$ cat config.mk
export PLATFORM = sky130hd
export DESIGN_NAME = pcm_peak_to_peak_meter_flat
export DESIGN_NICKNAME = d
export VERILOG_FILES = /design/src/rtl/ppm_pkg.sv /design/src/rtl/ppm_if.sv /design/src/rtl/ppm_front.sv /design/src/rtl/ppm_queue.sv /design/src/rtl/ppm_back.sv /design/src/rtl/pcm_peak_to_peak_meter.sv /design/src/flat_wrapper.sv
export SDC_FILE = /design/constraint.sdc
export NUM_CORES = 1
export LEC_CHECK = 0
export ABC_CLOCK_PERIOD_IN_PS = 8150
export BUFFER_PORTS_ARGS = -buffer_cell sky130_fd_sc_hd__buf_4
export CAP_MARGIN = 30
export CORE_ASPECT_RATIO = 1.75
export CORE_MARGIN = 2
export CORE_UTILIZATION = 37
export CTS_CLUSTER_SIZE = 16
export DETAILED_ROUTE_END_ITERATION = 10
export PLACE_DENSITY = 0.57
export REMOVE_ABC_BUFFERS = 1
export SLEW_MARGIN = 15
export SYNTH_ARGS = -nofsm -noshare
export SYNTH_HDL_FRONTEND = slang
export SYNTH_HIERARCHICAL = 1
export SYNTH_SLANG_ARGS = --single-unit
$ cat constraint.sdc
create_clock -name clk_i -period 8.15 [get_ports clk_i]
set_clock_uncertainty 0.1 [all_clocks]
set_input_delay 0.815 -clock clk_i [delete_from_list [all_inputs] [get_ports clk_i]]
set_output_delay 0.815 -clock clk_i [all_outputs]
set_load 0.02 [all_outputs]
$ cat src/rtl/ppm_pkg.sv
// ----------------------------------------------------------------------------
// ppm_pkg: shared types and constants of the PCM peak-to-peak meter
// Register indexes, payload widths and the operation record that travels
// from the byte front end to the min/max back end.
// ----------------------------------------------------------------------------
package ppm_pkg;

  localparam int unsigned CfgIdxW  = 2;
  localparam int unsigned CfgDataW = 8;
  localparam int unsigned LevelW   = 16;

  // Configuration register indexes
  localparam logic [CfgIdxW-1:0] RegChannelCount = 2'd0;
  localparam logic [CfgIdxW-1:0] RegSampleWidth  = 2'd1;

  // Channel count codes
  localparam logic [1:0] ChMono   = 2'd1;
  localparam logic [1:0] ChStereo = 2'd2;

  // Reset values of the configuration registers
  localparam logic [1:0] ChannelCountReset = ChStereo;
  localparam logic [1:0] SampleWidthReset  = 2'd1;

  // One classified byte, as handed to the back end
  typedef struct packed {
    logic               complete;     // a full sample is ready
    logic               second_chan;  // sample belongs to the right channel
    logic               mono;         // one channel per frame
    logic signed [15:0] sample;
    logic               last;         // end of buffer: report and clear
    logic               emit;         // a result is produced on last
  } ppm_op_t;

endpackage

$ cat src/rtl/ppm_if.sv
// ----------------------------------------------------------------------------
// ppm interfaces: valid/ready channels of the PCM peak-to-peak meter
// Byte input channel, level result channel and configuration write channel.
// ----------------------------------------------------------------------------
interface ppm_in_if;
  logic       valid;
  logic       ready;
  logic [7:0] data_byte;
  logic       last_byte;

  modport source (output valid, output data_byte, output last_byte, input ready);
  modport sink   (input valid, input data_byte, input last_byte, output ready);
endinterface

interface ppm_out_if;
  logic        valid;
  logic        ready;
  logic [15:0] left_level;
  logic [15:0] right_level;

  modport source (output valid, output left_level, output right_level, input ready);
  modport sink   (input valid, input left_level, input right_level, output ready);
endinterface

interface ppm_cfg_if;
  logic                         valid;
  logic                         ready;
  logic [ppm_pkg::CfgIdxW-1:0]  index;
  logic [ppm_pkg::CfgDataW-1:0] data;

  modport source (output valid, output index, output data, input ready);
  modport sink   (input valid, input index, input data, output ready);
endinterface

$ cat src/rtl/ppm_front.sv
// ----------------------------------------------------------------------------
// ppm_front: byte front end
// Tracks the byte position in a frame, builds 16-bit samples from the top two
// bytes or one sign-extended byte; classifies each into a back-end operation.
// ----------------------------------------------------------------------------
module ppm_front (
  input  logic              clk_i,
  input  logic              rst_ni,
  input  logic [1:0]        channel_count_i,
  input  logic [1:0]        sample_width_code_i,
  input  logic              in_valid_i,
  output logic              in_ready_o,
  input  logic [7:0]        data_byte_i,
  input  logic              last_byte_i,
  input  logic              op_full_i,
  output logic              op_push_o,
  output ppm_pkg::ppm_op_t  op_o
);
  import ppm_pkg::*;

  logic [2:0] pos_q, pos_d;
  logic [7:0] held_q, held_d;
  logic       cfg_ok, mono, chan, accept;
  logic [2:0] bps, pos_eff, off;
  logic [3:0] flen, pos_inc;

  assign accept     = in_valid_i && !op_full_i;
  assign in_ready_o = !op_full_i;
  assign op_push_o  = accept;

  // Decode the frame layout from the configuration
  assign cfg_ok  = (channel_count_i == ChMono) || (channel_count_i == ChStereo);
  assign mono    = (channel_count_i == ChMono);
  assign bps     = {1'b0, sample_width_code_i} + 3'd1;
  assign flen    = mono ? {1'b0, bps} : {bps, 1'b0};
  assign pos_eff = ({1'b0, pos_q} >= flen) ? 3'd0 : pos_q;
  assign chan    = !mono && (pos_eff >= bps);
  assign off     = chan ? (pos_eff - bps) : pos_eff;
  assign pos_inc = {1'b0, pos_eff} + 4'd1;

  // Classify the byte and advance the frame position
  always_comb begin
    pos_d          = pos_q;
    held_d         = held_q;
    op_o.complete  = 1'b0;
    op_o.second_chan = chan;
    op_o.mono      = mono;
    op_o.sample    = '0;
    op_o.last      = last_byte_i;
    op_o.emit      = last_byte_i && cfg_ok;
    if (cfg_ok) begin
      if (bps == 3'd1) begin
        op_o.sample   = {{8{data_byte_i[7]}}, data_byte_i};
        op_o.complete = 1'b1;
      end else if (off == bps - 3'd2) begin
        held_d = data_byte_i;
      end else if (off == bps - 3'd1) begin
        op_o.sample   = {data_byte_i, held_q};
        op_o.complete = 1'b1;
      end
      pos_d = (pos_inc >= flen) ? 3'd0 : pos_inc[2:0];
    end
    if (last_byte_i) begin
      pos_d  = '0;
      held_d = '0;
    end
  end

  // Hold frame state between transactions
  always_ff @(posedge clk_i or negedge rst_ni) begin
    if (!rst_ni) begin
      pos_q  <= '0;
      held_q <= '0;
    end else if (accept) begin
      pos_q  <= pos_d;
      held_q <= held_d;
    end
  end

endmodule

$ cat src/rtl/ppm_queue.sv
// ----------------------------------------------------------------------------
// ppm_queue: operation queue between front and back end
// Small circular buffer so either side can stall without stopping the other.
// ----------------------------------------------------------------------------
module ppm_queue #(
  parameter int unsigned Depth = 2
) (
  input  logic              clk_i,
  input  logic              rst_ni,
  input  logic              push_i,
  input  ppm_pkg::ppm_op_t  push_op_i,
  output logic              full_o,
  input  logic              pop_i,
  output logic              empty_o,
  output ppm_pkg::ppm_op_t  head_o
);
  import ppm_pkg::*;

  localparam int unsigned AddrW = (Depth > 1) ? $clog2(Depth) : 1;
  localparam int unsigned CntW  = $clog2(Depth + 1);

  ppm_op_t              mem_q [Depth];
  logic [AddrW-1:0]     wptr_q, rptr_q;
  logic [CntW-1:0]      cnt_q, cnt_d;
  logic                 do_push, do_pop;

  assign full_o  = (cnt_q == CntW'(Depth));
  assign empty_o = (cnt_q == '0);
  assign head_o  = mem_q[rptr_q];
  assign do_push = push_i && !full_o;
  assign do_pop  = pop_i && !empty_o;

  always_comb begin
    cnt_d = cnt_q;
    if (do_push && !do_pop) cnt_d = cnt_q + 1'b1;
    else if (do_pop && !do_push) cnt_d = cnt_q - 1'b1;
  end

  // Advance pointers and count
  always_ff @(posedge clk_i or negedge rst_ni) begin
    if (!rst_ni) begin
      wptr_q <= '0;
      rptr_q <= '0;
      cnt_q  <= '0;
    end else begin
      cnt_q <= cnt_d;
      if (do_push) begin
        wptr_q <= (wptr_q == AddrW'(Depth - 1)) ? '0 : wptr_q + 1'b1;
      end
      if (do_pop) begin
        rptr_q <= (rptr_q == AddrW'(Depth - 1)) ? '0 : rptr_q + 1'b1;
      end
    end
  end

  // Store entries
  always_ff @(posedge clk_i) begin
    if (do_push) begin
      mem_q[wptr_q] <= push_op_i;
    end
  end

endmodule

$ cat src/rtl/ppm_back.sv
// ----------------------------------------------------------------------------
// ppm_back: min/max back end
// Updates the per-channel running extremes and loads the level result
// register at the end of a buffer.
// ----------------------------------------------------------------------------
module ppm_back (
  input  logic              clk_i,
  input  logic              rst_ni,
  input  logic              empty_i,
  input  ppm_pkg::ppm_op_t  head_i,
  output logic              pop_o,
  output logic              out_valid_o,
  input  logic              out_ready_i,
  output logic [15:0]       left_level_o,
  output logic [15:0]       right_level_o
);
  import ppm_pkg::*;

  logic signed [15:0] lmin_q, lmax_q, rmin_q, rmax_q, pend_q;
  logic signed [15:0] lmin_d, lmax_d, rmin_d, rmax_d, pend_d, lcand;
  logic               out_valid_q, out_valid_d, load;
  logic [15:0]        left_q, right_q, left_d;
  logic               trk_left, trk_right, set_pend;

  // Pop unless a result must wait for a busy output register
  assign pop_o = !empty_i && (!head_i.emit || !out_valid_q || out_ready_i);
  assign load  = pop_o && head_i.emit;

  assign trk_left  = head_i.complete && (head_i.second_chan || head_i.mono);
  assign trk_right = head_i.complete && head_i.second_chan;
  assign set_pend  = head_i.complete && !head_i.second_chan && !head_i.mono;
  assign lcand     = head_i.mono ? head_i.sample : pend_q;

  // Compare and select the new extremes
  always_comb begin
    lmin_d = lmin_q;
    lmax_d = lmax_q;
    rmin_d = rmin_q;
    rmax_d = rmax_q;
    pend_d = set_pend ? head_i.sample : pend_q;
    if (trk_left) begin
      if (lcand < lmin_q) lmin_d = lcand;
      if (lcand > lmax_q) lmax_d = lcand;
    end
    if (trk_right) begin
      if (head_i.sample < rmin_q) rmin_d = head_i.sample;
      if (head_i.sample > rmax_q) rmax_d = head_i.sample;
    end
  end

  assign left_d      = 16'(lmax_d - lmin_d);
  assign out_valid_d = load ? 1'b1 : (out_ready_i ? 1'b0 : out_valid_q);

  // Update running state; clear it at end of buffer
  always_ff @(posedge clk_i or negedge rst_ni) begin
    if (!rst_ni) begin
      lmin_q      <= '0;
      lmax_q      <= '0;
      rmin_q      <= '0;
      rmax_q      <= '0;
      pend_q      <= '0;
      out_valid_q <= 1'b0;
    end else begin
      out_valid_q <= out_valid_d;
      if (pop_o) begin
        if (head_i.last) begin
          lmin_q <= '0;
          lmax_q <= '0;
          rmin_q <= '0;
          rmax_q <= '0;
          pend_q <= '0;
        end else begin
          lmin_q <= lmin_d;
          lmax_q <= lmax_d;
          rmin_q <= rmin_d;
          rmax_q <= rmax_d;
          pend_q <= pend_d;
        end
      end
    end
  end

  // Load the result payload
  always_ff @(posedge clk_i) begin
    if (load) begin
      left_q  <= left_d;
      right_q <= head_i.mono ? left_d : 16'(rmax_d - rmin_d);
    end
  end

  assign out_valid_o   = out_valid_q;
  assign left_level_o  = left_q;
  assign right_level_o = right_q;

endmodule

$ cat src/rtl/pcm_peak_to_peak_meter.sv
// Path: a last byte's result is registered in the operation queue, then in the result register.
// Throughput: one byte per cycle while no result waits at a busy output; the front end,
// the operation queue and the back end each keep that pace, and the queue absorbs output stalls until it fills.
// Reset: asynchronous, active low; clears extremes, frame position, queue and
// result valid, and sets stereo with 16-bit samples.
// ----------------------------------------------------------------------------
// pcm_peak_to_peak_meter: per-channel peak-to-peak level of a PCM buffer
// Bytes are classified by the front end, queued, and folded into running
// minimum and maximum registers by the back end.
// ----------------------------------------------------------------------------
module pcm_peak_to_peak_meter #(
  parameter int unsigned QueueDepth = 2
) (
  input  logic        clk_i,
  input  logic        rst_ni,
  ppm_in_if.sink      in_i,
  ppm_out_if.source   out_o,
  ppm_cfg_if.sink     cfg_i
);
  import ppm_pkg::*;

  logic [1:0] channel_count_q, sample_width_q;
  logic       op_full, op_push, op_empty, op_pop;
  ppm_op_t    op_in, op_head;

  // Configuration registers
  assign cfg_i.ready = 1'b1;

  always_ff @(posedge clk_i or negedge rst_ni) begin
    if (!rst_ni) begin
      channel_count_q <= ChannelCountReset;
      sample_width_q  <= SampleWidthReset;
    end else if (cfg_i.valid) begin
      if (cfg_i.index == RegChannelCount) channel_count_q <= cfg_i.data[1:0];
      if (cfg_i.index == RegSampleWidth)  sample_width_q  <= cfg_i.data[1:0];
    end
  end

  ppm_front u_front (
    .clk_i               (clk_i),
    .rst_ni              (rst_ni),
    .channel_count_i     (channel_count_q),
    .sample_width_code_i (sample_width_q),
    .in_valid_i          (in_i.valid),
    .in_ready_o          (in_i.ready),
    .data_byte_i         (in_i.data_byte),
    .last_byte_i         (in_i.last_byte),
    .op_full_i           (op_full),
    .op_push_o           (op_push),
    .op_o                (op_in)
  );

  ppm_queue #(
    .Depth (QueueDepth)
  ) u_queue (
    .clk_i     (clk_i),
    .rst_ni    (rst_ni),
    .push_i    (op_push),
    .push_op_i (op_in),
    .full_o    (op_full),
    .pop_i     (op_pop),
    .empty_o   (op_empty),
    .head_o    (op_head)
  );

  ppm_back u_back (
    .clk_i         (clk_i),
    .rst_ni        (rst_ni),
    .empty_i       (op_empty),
    .head_i        (op_head),
    .pop_o         (op_pop),
    .out_valid_o   (out_o.valid),
    .out_ready_i   (out_o.ready),
    .left_level_o  (out_o.left_level),
    .right_level_o (out_o.right_level)
  );

endmodule

$ cat src/flat_wrapper.sv
// flat-port wrapper written by rule: the top's interface ports become plain ports
module pcm_peak_to_peak_meter_flat import ppm_pkg::*;
#(
  parameter int unsigned QueueDepth = 2
)
  (clk_i, rst_ni, in_i_valid, in_i_data_byte, in_i_last_byte, in_i_ready, out_o_valid, out_o_left_level, out_o_right_level, out_o_ready, cfg_i_valid, cfg_i_index, cfg_i_data, cfg_i_ready);
  ppm_in_if in_i_i ();
  ppm_out_if out_o_i ();
  ppm_cfg_if cfg_i_i ();
  input  logic clk_i;
  input  logic rst_ni;
  input wire logic [$bits(in_i_i.valid)-1:0] in_i_valid;
  input wire logic [$bits(in_i_i.data_byte)-1:0] in_i_data_byte;
  input wire logic [$bits(in_i_i.last_byte)-1:0] in_i_last_byte;
  output wire logic [$bits(in_i_i.ready)-1:0] in_i_ready;
  output wire logic [$bits(out_o_i.valid)-1:0] out_o_valid;
  output wire logic [$bits(out_o_i.left_level)-1:0] out_o_left_level;
  output wire logic [$bits(out_o_i.right_level)-1:0] out_o_right_level;
  input wire logic [$bits(out_o_i.ready)-1:0] out_o_ready;
  input wire logic [$bits(cfg_i_i.valid)-1:0] cfg_i_valid;
  input wire logic [$bits(cfg_i_i.index)-1:0] cfg_i_index;
  input wire logic [$bits(cfg_i_i.data)-1:0] cfg_i_data;
  output wire logic [$bits(cfg_i_i.ready)-1:0] cfg_i_ready;
  assign in_i_i.valid = in_i_valid;
  assign in_i_i.data_byte = in_i_data_byte;
  assign in_i_i.last_byte = in_i_last_byte;
  assign in_i_ready = in_i_i.ready;
  assign out_o_valid = out_o_i.valid;
  assign out_o_left_level = out_o_i.left_level;
  assign out_o_right_level = out_o_i.right_level;
  assign out_o_i.ready = out_o_ready;
  assign cfg_i_i.valid = cfg_i_valid;
  assign cfg_i_i.index = cfg_i_index;
  assign cfg_i_i.data = cfg_i_data;
  assign cfg_i_ready = cfg_i_i.ready;
  pcm_peak_to_peak_meter #(.QueueDepth(QueueDepth)) u_core (.clk_i(clk_i), .rst_ni(rst_ni), .in_i(in_i_i), .out_o(out_o_i), .cfg_i(cfg_i_i));
endmodule
# == After elaboration in Yosys (flattened, before gate mapping) ==
# Memories as Yosys holds them, arrays and structs flattened.
# Cells that the tools add are included.
# word_totals
ramBits,42
word_cells,122
register_bits,132
memories,1
in_bits,24
# mem_list
memory,words,word_bits,rd,rd_ports_with_merged_regs,wr,line_no,text
u_core.u_queue.mem_q,2,21,1,0,1,ppm_queue.sv:22,ppm_op_t mem_q [Depth];
# op_classes
magnitude_cmp,7
eq_ne,8
muxes,42
reduce_logical,38
n_addsub,11
# ops
cell,count
$mux W16,20
$gt A16 B16 Y1,2
$lt A16 B16 Y1,2
$mux W8,4
$sub A16 B16 Y16,2
$mux W3,5
$logic_and A1 B1 Y1,13
$mux W1,10
$reduce_bool A2 Y1,5
$logic_not A1 Y1,9
$reduce_and A2 Y1,4
$eq A3 B3 Y1,2
$add A3 B1 Y4 const B,1
$eq A2 B1 Y1 const B,2
$eq A2 B2 Y1 const B,2
$ge A3 B4 Y1,1
$ge A4 B4 Y1,1
$logic_not A2 Y1,2
$logic_or A1 B1 Y1,4
$mux W2,2
$mux W4,1
$reduce_and A4 Y1,1
$add A2 B1 Y3 const B,1
$eq A3 B1 Y1 const B,1
8 further kinds,9

# == Longest topological paths before layout ==
# Gate-level depths: netlist (run 1).
# depth
ltp_word,12
mapped_depth,31

# == Hierarchy ==
# Netlist (run 1), hierarchy kept.
# modules_own_cells
module,area_each_um2,cells_each,n_inst
ppm_back,8166.6,892,1
ppm_queue,1798.0,84,1
ppm_front,1547.7,176,1
pcm_peak_to_peak_meter,178.9,12,1

# == Worst setup path before layout (run 1) ==
# No wires, ideal clock.
# synth_timing
kind,reg-to-reg
start,register u_core.u_queue.rptr_q
end,"register u_core.u_back.right_q[15] (netlist: u_core/u_back/right_level_o[15]), data pin"
path_buffers,5
setup_ps,260
t_arrival_ps,6084
path_slack_ps,1706
required_time_ps,7790
stages_incl_launch_ff,27
period_less_slack_ps,6444
path_cell_list,dfrtp_1 -> mux2_1 -> buf_6 -> buf_1 -> clkbuf_1 -> mux2i_1 -> inv_1 -> ha_1 -> a2111oi_2 -> o211ai_1 -> o32a_1 -> nand2_1 -> clkbuf_1 -> clkbuf_1 -> nand2_1 -> o21ai_0 -> inv_1 -> ha_1 -> nand2b_1 -> a2111o_1 -> and4b_4 -> o221ai_4 -> a31oi_4 -> o211ai_1 -> a31oi_1 -> xor2_1 -> mux2_2
# synth_lines
item,line_no,text
from (decl),ppm_queue.sv:23,"logic [AddrW-1:0] wptr_q, rptr_q;"
from (signal assigned),ppm_queue.sv:51,rptr_q <= (rptr_q == AddrW'(Depth - 1)) ? '0 : rptr_q + 1'b1;
to (signal assigned),ppm_back.sv:87,right_q <= head_i.mono ? left_d : 16'(rmax_d - rmin_d);
to (decl),ppm_back.sv:22,"logic [15:0] left_q, right_q, left_d;"

==> impl_metrics.toml, run 1 <==
[sta]
period_needed_ns = 7.064
relSlewSlack_pct = 40.43
min_period_over_period_pct = 86.68
setup_viol = 0
fmax_mhz = 141.6
tns_ns = 0
worst_pin_slew_ns = 0.8925
rsz0062_at_grt = "false"
hold_viol = 0
final_max_slew_viol_count = 0

[die]
row_count = 86
die_w_um = 138.4
core_um2 = 31310
initial_core_util_pct = 37.34
die_area_um2 = 33090
die_h_um = 239.2
ios = 59

[worst_setup_path]
crit_arrival_ns = 7.16
critPathLaunchType = "flop"
r2r_start = "u_core/u_queue/rptr_q"
max_stage_delay_ns = 0.46
path_max_fanout = 20
worstPathRequired_ns = 8.25
crit_type = "reg -> reg"
reg2reg_slack_ns = 1.09
crit_slowest_cell = "mux2_1"
end_kind = "flop"
r2r_end = "u_core/u_back/right_level_o[15]"
startpoint = "u_core/u_queue/rptr_q"
reg2reg_depth = 26

[clock_network]
clk_pin_slew_ns = 0.07
cts_resized = 0
clock-sinks = 174
ctsRootBufferMaster = "clkbuf_16"
cts_hold_buf = 0
cts-buffers-inserted = 17
clockBufferDepth = 2
cts_tree = "built"
h-tree-depth = 4
worstSkewPairLatency_ns = 0.45
post-cts-setup-buffers = 0

[global_routing]
grt_usage_pct = 18.35
grt_pass1_wl_um = 47650
grt_max_degree = 58
grt_pass1_vias = 9245
grt_overflow = 0
antenna_found_initial = 0

[finish]
final_util_pct = 41.66
drive_gt1_share_pct = 15.07
nFillCells = 3005
mostFrequentLayoutCell = "inv_1"
layout_common_cells = "inv_1, ha_1, dfrtp_1"
fin_area_um2 = 13050
diodes = 0
synthToLayoutAreaGrowth_pct = 11.58
nets = 1334

[synthesis]
synth_edf_count = 74
synth.avg_cell_area_um2 = 10.04
netlist_area_um2 = 11690
synth.distinct_cells = 89
synthArstFlopShare_pct = 57.47
yosysWarnings = 6
yosysSeqAreaShare_pct = 40.43
synth_seq_cells = 174
yosys_most_used_dff = "dfrtp_1"
netlist_instances = 1164

[detailed_routing]
drc = 0
ant_nets = 0
drt-pass1-iter-count = 5
wl_per_cell_um = 18.38
drt-total-wl_um = 29590
drt_iter0_drc = 478
vias = 8813
viasPerCell = 5.474

[placement]
gp_congestion = 0.8778
place_hpwl_um = 22710
placed_area_um2 = 12430
port_buffers = 51

[run]
max_cap_viol_count = 0

[run_status]
status = "finished clean"

[hold_path]
hp-class = "in -> async"
logic make-up (layout without fill, tap and decap cells):
logic type	Yosys count	in the layout	synth area share [%]
AO/OA/AOI/OAI	325	325	19.52
XOR/XNOR	48	48	3.660
adder cells (fa/ha/maj)	109	109	11.86
buffers and inverters	168	218	6.068
flip-flops	174	174	40.43
multiplexers	62	62	6.378
other	1	1	0.03208
AND/OR/NAND/NOR	277	277	12.05
layout make-up:
type	instances	area, um^2	area share (%)
clock inverters	14	167.7	1.285
multi-input cells	822	6265	48.02
repair buffers	68	518.0	3.971
well taps	396	495.5	3.798
clock buffers	18	429.2	3.290
flip-flops and latches	174	4727	36.24
inverters	118	442.9	3.395
cells in the mapped netlist, types with 8 or more instances:
| library cell | number | area share (%) |
|---|---|---|
| o21ai_0 | 89 | 3.8 |
| xor2_1 | 13 | 0.97 |
| inv_1 | 118 | 3.8 |
| nor3b_1 | 9 | 0.58 |
| xnor2_1 | 34 | 2.5 |
| a21o_1 | 21 | 1.3 |
| buf_6 | 8 | 0.77 |
| nor2_1 | 55 | 1.8 |
| a22o_1 | 23 | 1.7 |
| a22o_2 | 10 | 0.86 |
| nor2b_1 | 11 | 0.59 |
| nor3_1 | 13 | 0.56 |
| nand4_1 | 17 | 0.91 |
| edfxtp_1 | 74 | 19 |
| mux2_4 | 19 | 2.4 |
| or3_1 | 8 | 0.43 |
| o22ai_1 | 30 | 1.6 |
| nand2_1 | 96 | 3.1 |
| a21oi_1 | 46 | 2.0 |
| mux2i_1 | 28 | 2.4 |
| nand2b_1 | 9 | 0.48 |
| clkbuf_1 | 30 | 0.96 |
| a32o_1 | 9 | 0.77 |
| dfrtp_1 | 98 | 21 |
| a211oi_1 | 10 | 0.64 |
| ha_1 | 106 | 11 |
| o211ai_1 | 18 | 1.2 |
| mux2_2 | 8 | 0.77 |
| a31oi_1 | 8 | 0.43 |
| nand3_1 | 15 | 0.64 |
metal layers:
| metal | global-route usage [%] | vias to the layer above | wire length (um) |
|---|---|---|---|
| met5 | 0 | - | 0 |
| met4 | 10.79 | 0 | 1593 |
| met3 | 2.985 | 82 | 842 |
| met2 | 35.79 | 199 | 16440 |
| met1 | 17.98 | 4232 | 10720 |
| li1 | - | 4300 | - |
critical path, delay by kind of cell, from the launching register on:
kind / cells / cell delay [ns]
compound gates: 15 / 3.51
fa+ha+maj: 2 / 0.61
simple gates: 4 / 0.55
mux: 3 / 1.11
flops: 1 / 0.41
buf+inv: 1 / 0.36
xor+xnor: 1 / 0.15
state kept, by name, summed over array words and instances, names as in the netlist, 2 cells and up:
register and flops:
u_core/channel_count_q 2, u_core/sample_width_q 2, u_core/u_back/left_level_o 16, u_core/u_back/lmax_q 16, u_core/u_back/lmin_q 16, u_core/u_back/pend_q 16
u_core/u_back/right_level_o 16, u_core/u_back/rmax_q 16, u_core/u_back/rmin_q 16, u_core/u_front/held_q 8, u_core/u_front/pos_q 3, u_core/u_queue/cnt_q 2
u_core/u_queue/mem_q 42
worst max-delay path by stage:
stage / endpoint / slack (ns) / cells past startpoint
floorplan: u_core/u_back/right_level_o[15] / 1.01 / 21
global placement: u_core/u_back/right_level_o[14] / 1.17 / 28
detailed placement: u_core/u_back/right_level_o[14] / 1.11 / 28
CTS: u_core/u_back/right_level_o[14] / 1.06 / 28
global route: u_core/u_back/right_level_o[14] / 0.59 / 28
finish: u_core/u_back/right_level_o[15] / 1.09 / 26
through the flow:
stage	hold WS (ns)	std cells	worst slack (ns)
final	0.2888	1610	1.086
after global routing	0.3266	1610	0.5865
after CTS	0.2916	1608	1.062
after detailed placement	0.3877	1576	1.108
after global placement	0.3771	1576	1.169
after floorplan	0.3658	1114	1.009
Power of run 1 is left out: the tool's default activity adds up to more than one toggle a clock period on the data nets, which glitch-free logic cannot reach.
==> run 2, diff against run 1 <==
--- a/config.mk
+++ b/config.mk
@@ -13,7 +13,7 @@
 export CORE_UTILIZATION = 37
 export CTS_CLUSTER_SIZE = 16
 export DETAILED_ROUTE_END_ITERATION = 10
-export PLACE_DENSITY = 0.57
+export PLACE_DENSITY = 0.51
 export REMOVE_ABC_BUFFERS = 1
 export SLEW_MARGIN = 15
 export SYNTH_ARGS = -nofsm -noshare
==> run 2 against run 1 <==
  * Die area unchanged
  * Sequential share of layout area about the same
  * Hold slack got worse by 0.031 ns
  * Routed wire length increased by 3.3%
  * Sequential cell count unchanged
==> impl_metrics.toml, run 2 (synthesis results as in run 1) <==
[worst_setup_path]
startpoint = "u_core/u_queue/rptr_q"
crit_type = "reg -> reg"
crit_slowest_cell = "mux2_2"
path_cells = "mux2_2 > buf_4 > mux2i_1 > inv_1 > ha_1 > o211ai_1 > a211oi_1 > o32a_1 > nand2_1 > o21ai_0 > inv_1 > ha_1 > nand2b_1 > a2111o_1 > and4b_4 > o221ai_4 > a31oi_4 > o211ai_1 > a31oi_1 > xor2_1 > mux2_2"
crit_arrival_ns = 7.15
path_depth = 21
r2r_end = "u_core/u_back/right_level_o[15]"
end_kind = "flop"
reg2reg_depth = 21
crit_family = "compound AO/OA/AOI/OAI gates"
r2r_start = "u_core/u_queue/rptr_q"
max_stage_delay_ns = 0.67
worstPathRequired_ns = 8.25
path_max_fanout = 27
critPathLaunchType = "flop"
worst-path-buf-inv = 3
reg2reg_slack_ns = 1.10
endpoint = "u_core/u_back/right_level_o[15]"

[die]
row_count = 86
initial_core_util_pct = 37.34
die_area_um2 = 33090
die_w_um = 138.4
ios = 59
core_um2 = 31310
die_h_um = 239.2

[detailed_routing]
viasPerCell = 5.526
vias = 8892
drt-pass1-iter-count = 5
drt-total-wl_um = 30560
ant_nets = 0
wl_per_cell_um = 19.00
drc = 0
drt_iter0_drc = 429

[clock_network]
clock-sinks = 174
worstSkewPairLatency_ns = 0.45
clk_pin_slew_ns = 0.06
clockBufferDepth = 2
post-cts-setup-buffers = 0
h-tree-depth = 4
cts_tree = "built"
ctsRootBufferMaster = "clkbuf_16"
cts_resized = 0
cts-buffers-inserted = 17
cts_hold_buf = 0

[placement]
port_buffers = 51
place_hpwl_um = 23230
gp_congestion = 0.8821

[global_routing]
antenna_found_initial = 0
grt_pass1_vias = 9175
grt_usage_pct = 18.82
grt_max_degree = 64
grt_overflow = 0
grt_pass1_wl_um = 48400

[finish]
nets = 1334
mostFrequentLayoutCell = "inv_1"
largest_reg_flops = 42
drive_gt1_share_pct = 14.76
layout_common_cells = "inv_1, ha_1, dfrtp_1"
diodes = 0
synthToLayoutAreaGrowth_pct = 11.65
top_register = "u_core/u_queue/mem_q"

[sta]
relSlewSlack_pct = 37.11
holdWs_ns = 0.2580
fmax_mhz = 141.9
period_needed_ns = 7.047
final_max_slew_viol_count = 0
min_period_over_period_pct = 86.46
hold_viol = 0
worst_pin_slew_ns = 0.9415
setup_viol = 0
rsz0062_at_grt = "false"
tns_ns = 0

[hold_path]
hp-class = "in -> async"

[run]
max_cap_viol_count = 0

[run_status]
status = "finished clean"
## run 2: cell types whose count changed in the layout (fill, tap and decap cells not counted), sizes merged
| cell | delta |
|---|---|
| clkinvlp | -2 |
| clkinv | -3 |
| inv | -2 |
| clkbuf | +6 |
## run 2: how the worst min path moves through the flow
stage,start,to,slack [ns],cells past startpoint
after floorplan,u_core/u_back/lmax_q[15],u_core/u_back/lmax_q[15],0.37,1
after global placement,u_core/u_back/lmax_q[15],u_core/u_back/lmax_q[15],0.38,1
after detailed placement,u_core/u_back/lmax_q[15],u_core/u_back/lmax_q[15],0.38,1
after CTS,rst_ni,u_core/u_back/rmax_q[12],0.27,1
after global routing,rst_ni,u_core/u_back/rmax_q[9],0.29,1
final,rst_ni,u_core/u_back/rmax_q[9],0.26,1
## run 2: area by class of cell
class / count / area [um^2]
clock buffers: 24 / 481.7
clock inverters: 7 / 111.4
inverters: 118 / 442.9
fillers: 3085 / 18260
multi-input cells: 822 / 6265
repair buffers: 68 / 530.5
well taps: 396 / 495.5
flip-flops and latches: 174 / 4727
## run 2: through the flow
step	utilization (%)	setup WS, ns	cell area, um^2	instances
CTS	41.58	1.115	13020	1607
global placement	39.68	1.148	12430	1576
global route	41.69	0.6866	13050	1609
finish	41.69	1.103	13050	1609
floorplan	-	1.009	11420	1114
detailed placement	39.68	1.168	12430	1576
## run 2: routing by layer
metal | wire length [um] | vias up | track usage [%]
met2 | 17230 | 156 | 37.16
met4 | 1355 | 0 | 9.895
met3 | 686 | 64 | 3.045
met5 | 0 | - | 0
li1 | - | 4310 | -
met1 | 11290 | 4362 | 18.54
Power of run 2 is left out for the same reason.
==> run 3, diff against run 2 <==
--- a/config.mk
+++ b/config.mk
@@ -8,7 +8,7 @@
 export ABC_CLOCK_PERIOD_IN_PS = 8150
 export BUFFER_PORTS_ARGS = -buffer_cell sky130_fd_sc_hd__buf_4
 export CAP_MARGIN = 30
-export CORE_ASPECT_RATIO = 1.75
+export CORE_ASPECT_RATIO = 2
 export CORE_MARGIN = 2
 export CORE_UTILIZATION = 37
 export CTS_CLUSTER_SIZE = 16
==> run 3 against run 2 <==
  * Final area grew 0.45%
  * Utilization grew 0.19 points
  * Global-route usage grew 0.33 points
  * Clock-buffer cell count shrank 5
  * Register-to-register slack gained 0.19 ns
  * Hold slack gained 0.016 ns
  * Cell count grew 1.7%
  * Via count shrank 0.97%
  * Die area is essentially flat
  * Sequential share of layout area shrank 0.16 points
  * Non-clock buffer count shrank 1
  * First-iteration DRC count grew 15%
==> impl_metrics.toml, run 3 (synthesis results as in run 1) <==
[worst_setup_path]
crit_arrival_ns = 6.96
cp_common_cell = "a21o_1"
crit_slowest_cell = "mux2_1"
crit_type = "reg -> reg"
critPathLaunchType = "flop"
path_max_fanout = 20
max_stage_delay_ns = 0.47
end_kind = "flop"
reg2reg_slack_ns = 1.29
worstPathRequired_ns = 8.26

[placement]
port_buffers = 51
gp_congestion = 0.8269
placed_area_um2 = 12490
place_hpwl_um = 22710

[finish]
synthToLayoutAreaGrowth_pct = 12.16
largest_reg_flops = 42
diodes = 0
fin_area_um2 = 13110
layout_common_cells = "inv_1, ha_1, dfrtp_1"
top_register = "u_core/u_queue/mem_q"
nets = 1333
drive_gt1_share_pct = 15.09
mostFrequentLayoutCell = "inv_1"

[global_routing]
grt_usage_pct = 19.14
grt_overflow = 0
antenna_found_initial = 0
grt_max_degree = 62
grt_pass1_wl_um = 48990
grt_pass1_vias = 9011

[run]
max_cap_viol_count = 0

[clock_network]
clk_pin_slew_ns = 0.07
ctsRootBufferMaster = "clkbuf_16"
worstSkewPairLatency_ns = 0.45
h-tree-depth = 4
cts-buffers-inserted = 17
clockBufferDepth = 2
cts_resized = 0
clock-sinks = 174
cts_tree = "built"
cts_hold_buf = 0
post-cts-setup-buffers = 0

[sta]
fmax_mhz = 145.8
rsz0062_at_grt = "false"
setup_viol = 0
relSlewSlack_pct = 36.99
final_max_slew_viol_count = 0
min_period_over_period_pct = 84.16
hold_viol = 0
period_needed_ns = 6.859
tns_ns = 0
worst_pin_slew_ns = 0.9451

[die]
core_um2 = 31310
die_w_um = 129.7
die_h_um = 255.4
row_count = 92
initial_core_util_pct = 37.34
die_area_um2 = 33120
ios = 59

[detailed_routing]
drc = 0
drt_iter0_drc = 495
drt-pass1-iter-count = 5
ant_nets = 0
wl_per_cell_um = 18.81
vias = 8806
viasPerCell = 5.383
drt-total-wl_um = 30780

[run_status]
status = "finished clean"

[hold_path]
hp-class = "in -> async"
-- run 3: changes by cell type in the layout (fill, tap and decap cells not counted), sizes merged --
cell / before / now
buf: 68 / 67
inv: 118 / 124
clkbuf: 24 / 19
-- run 3: worst max-delay path, delay by kind of cell (launching register included) --
family	cells	cell delay, ns
buf+inv	2	0.43
simple gates	4	0.70
fa+ha+maj	3	0.96
xor+xnor	1	0.16
flops	1	0.40
compound gates	17	3.39
mux	1	0.47
-- run 3: area by class of cell --
class / instances / area (um^2)
Clock buffer: 19 / 442.9
Clock inverter: 13 / 173.9
Fill cell: 3104 / 18200
Inverter: 118 / 442.9
Multi-Input combinational cell: 822 / 6270
Sequential cell: 174 / 4727
Tap cell: 423 / 529.3
Timing Repair Buffer: 67 / 526.8
-- run 3: metrics by stage --
stage,cells,worst slack [ns],utilization (%),hold slack [ns]
after floorplan,1114,1.009,-,0.3658
after global placement,1600,1.357,39.74,0.3810
after CTS,1635,1.273,41.86,0.2798
final,1636,1.291,41.88,0.2738
after global routing,1636,0.8397,41.88,0.3048
after detailed placement,1603,1.319,39.89,0.3867
-- run 3: path summary, 6_finish.rpt --
path,start,to,cells after the start
setup / recovery,u_core/u_queue/rptr_q,u_core/u_back/right_level_o[14],28
hold / removal,rst_ni,u_core/sample_width_q[1],1
setup reg to reg,u_core/u_queue/rptr_q,u_core/u_back/right_level_o[14],28
hold reg to reg,u_core/u_back/lmax_q[15],u_core/u_back/lmax_q[15],1
max in group asynchronous,rst_ni,u_core/u_back/rmin_q[13],2
min in group clk_i,u_core/u_back/lmax_q[15],u_core/u_back/lmax_q[15],1
-- run 3: layer usage --
metal | GRT usage, % | vias up | share of wire, %
met4 | 6.720 | 0 | 2.3
met3 | 2.638 | 43 | 2.4
met5 | 0 | - | 0
met2 | 32.80 | 154 | 51
met1 | 24.34 | 4292 | 44
li1 | - | 4317 | -
Power of run 3 is left out for the same reason.
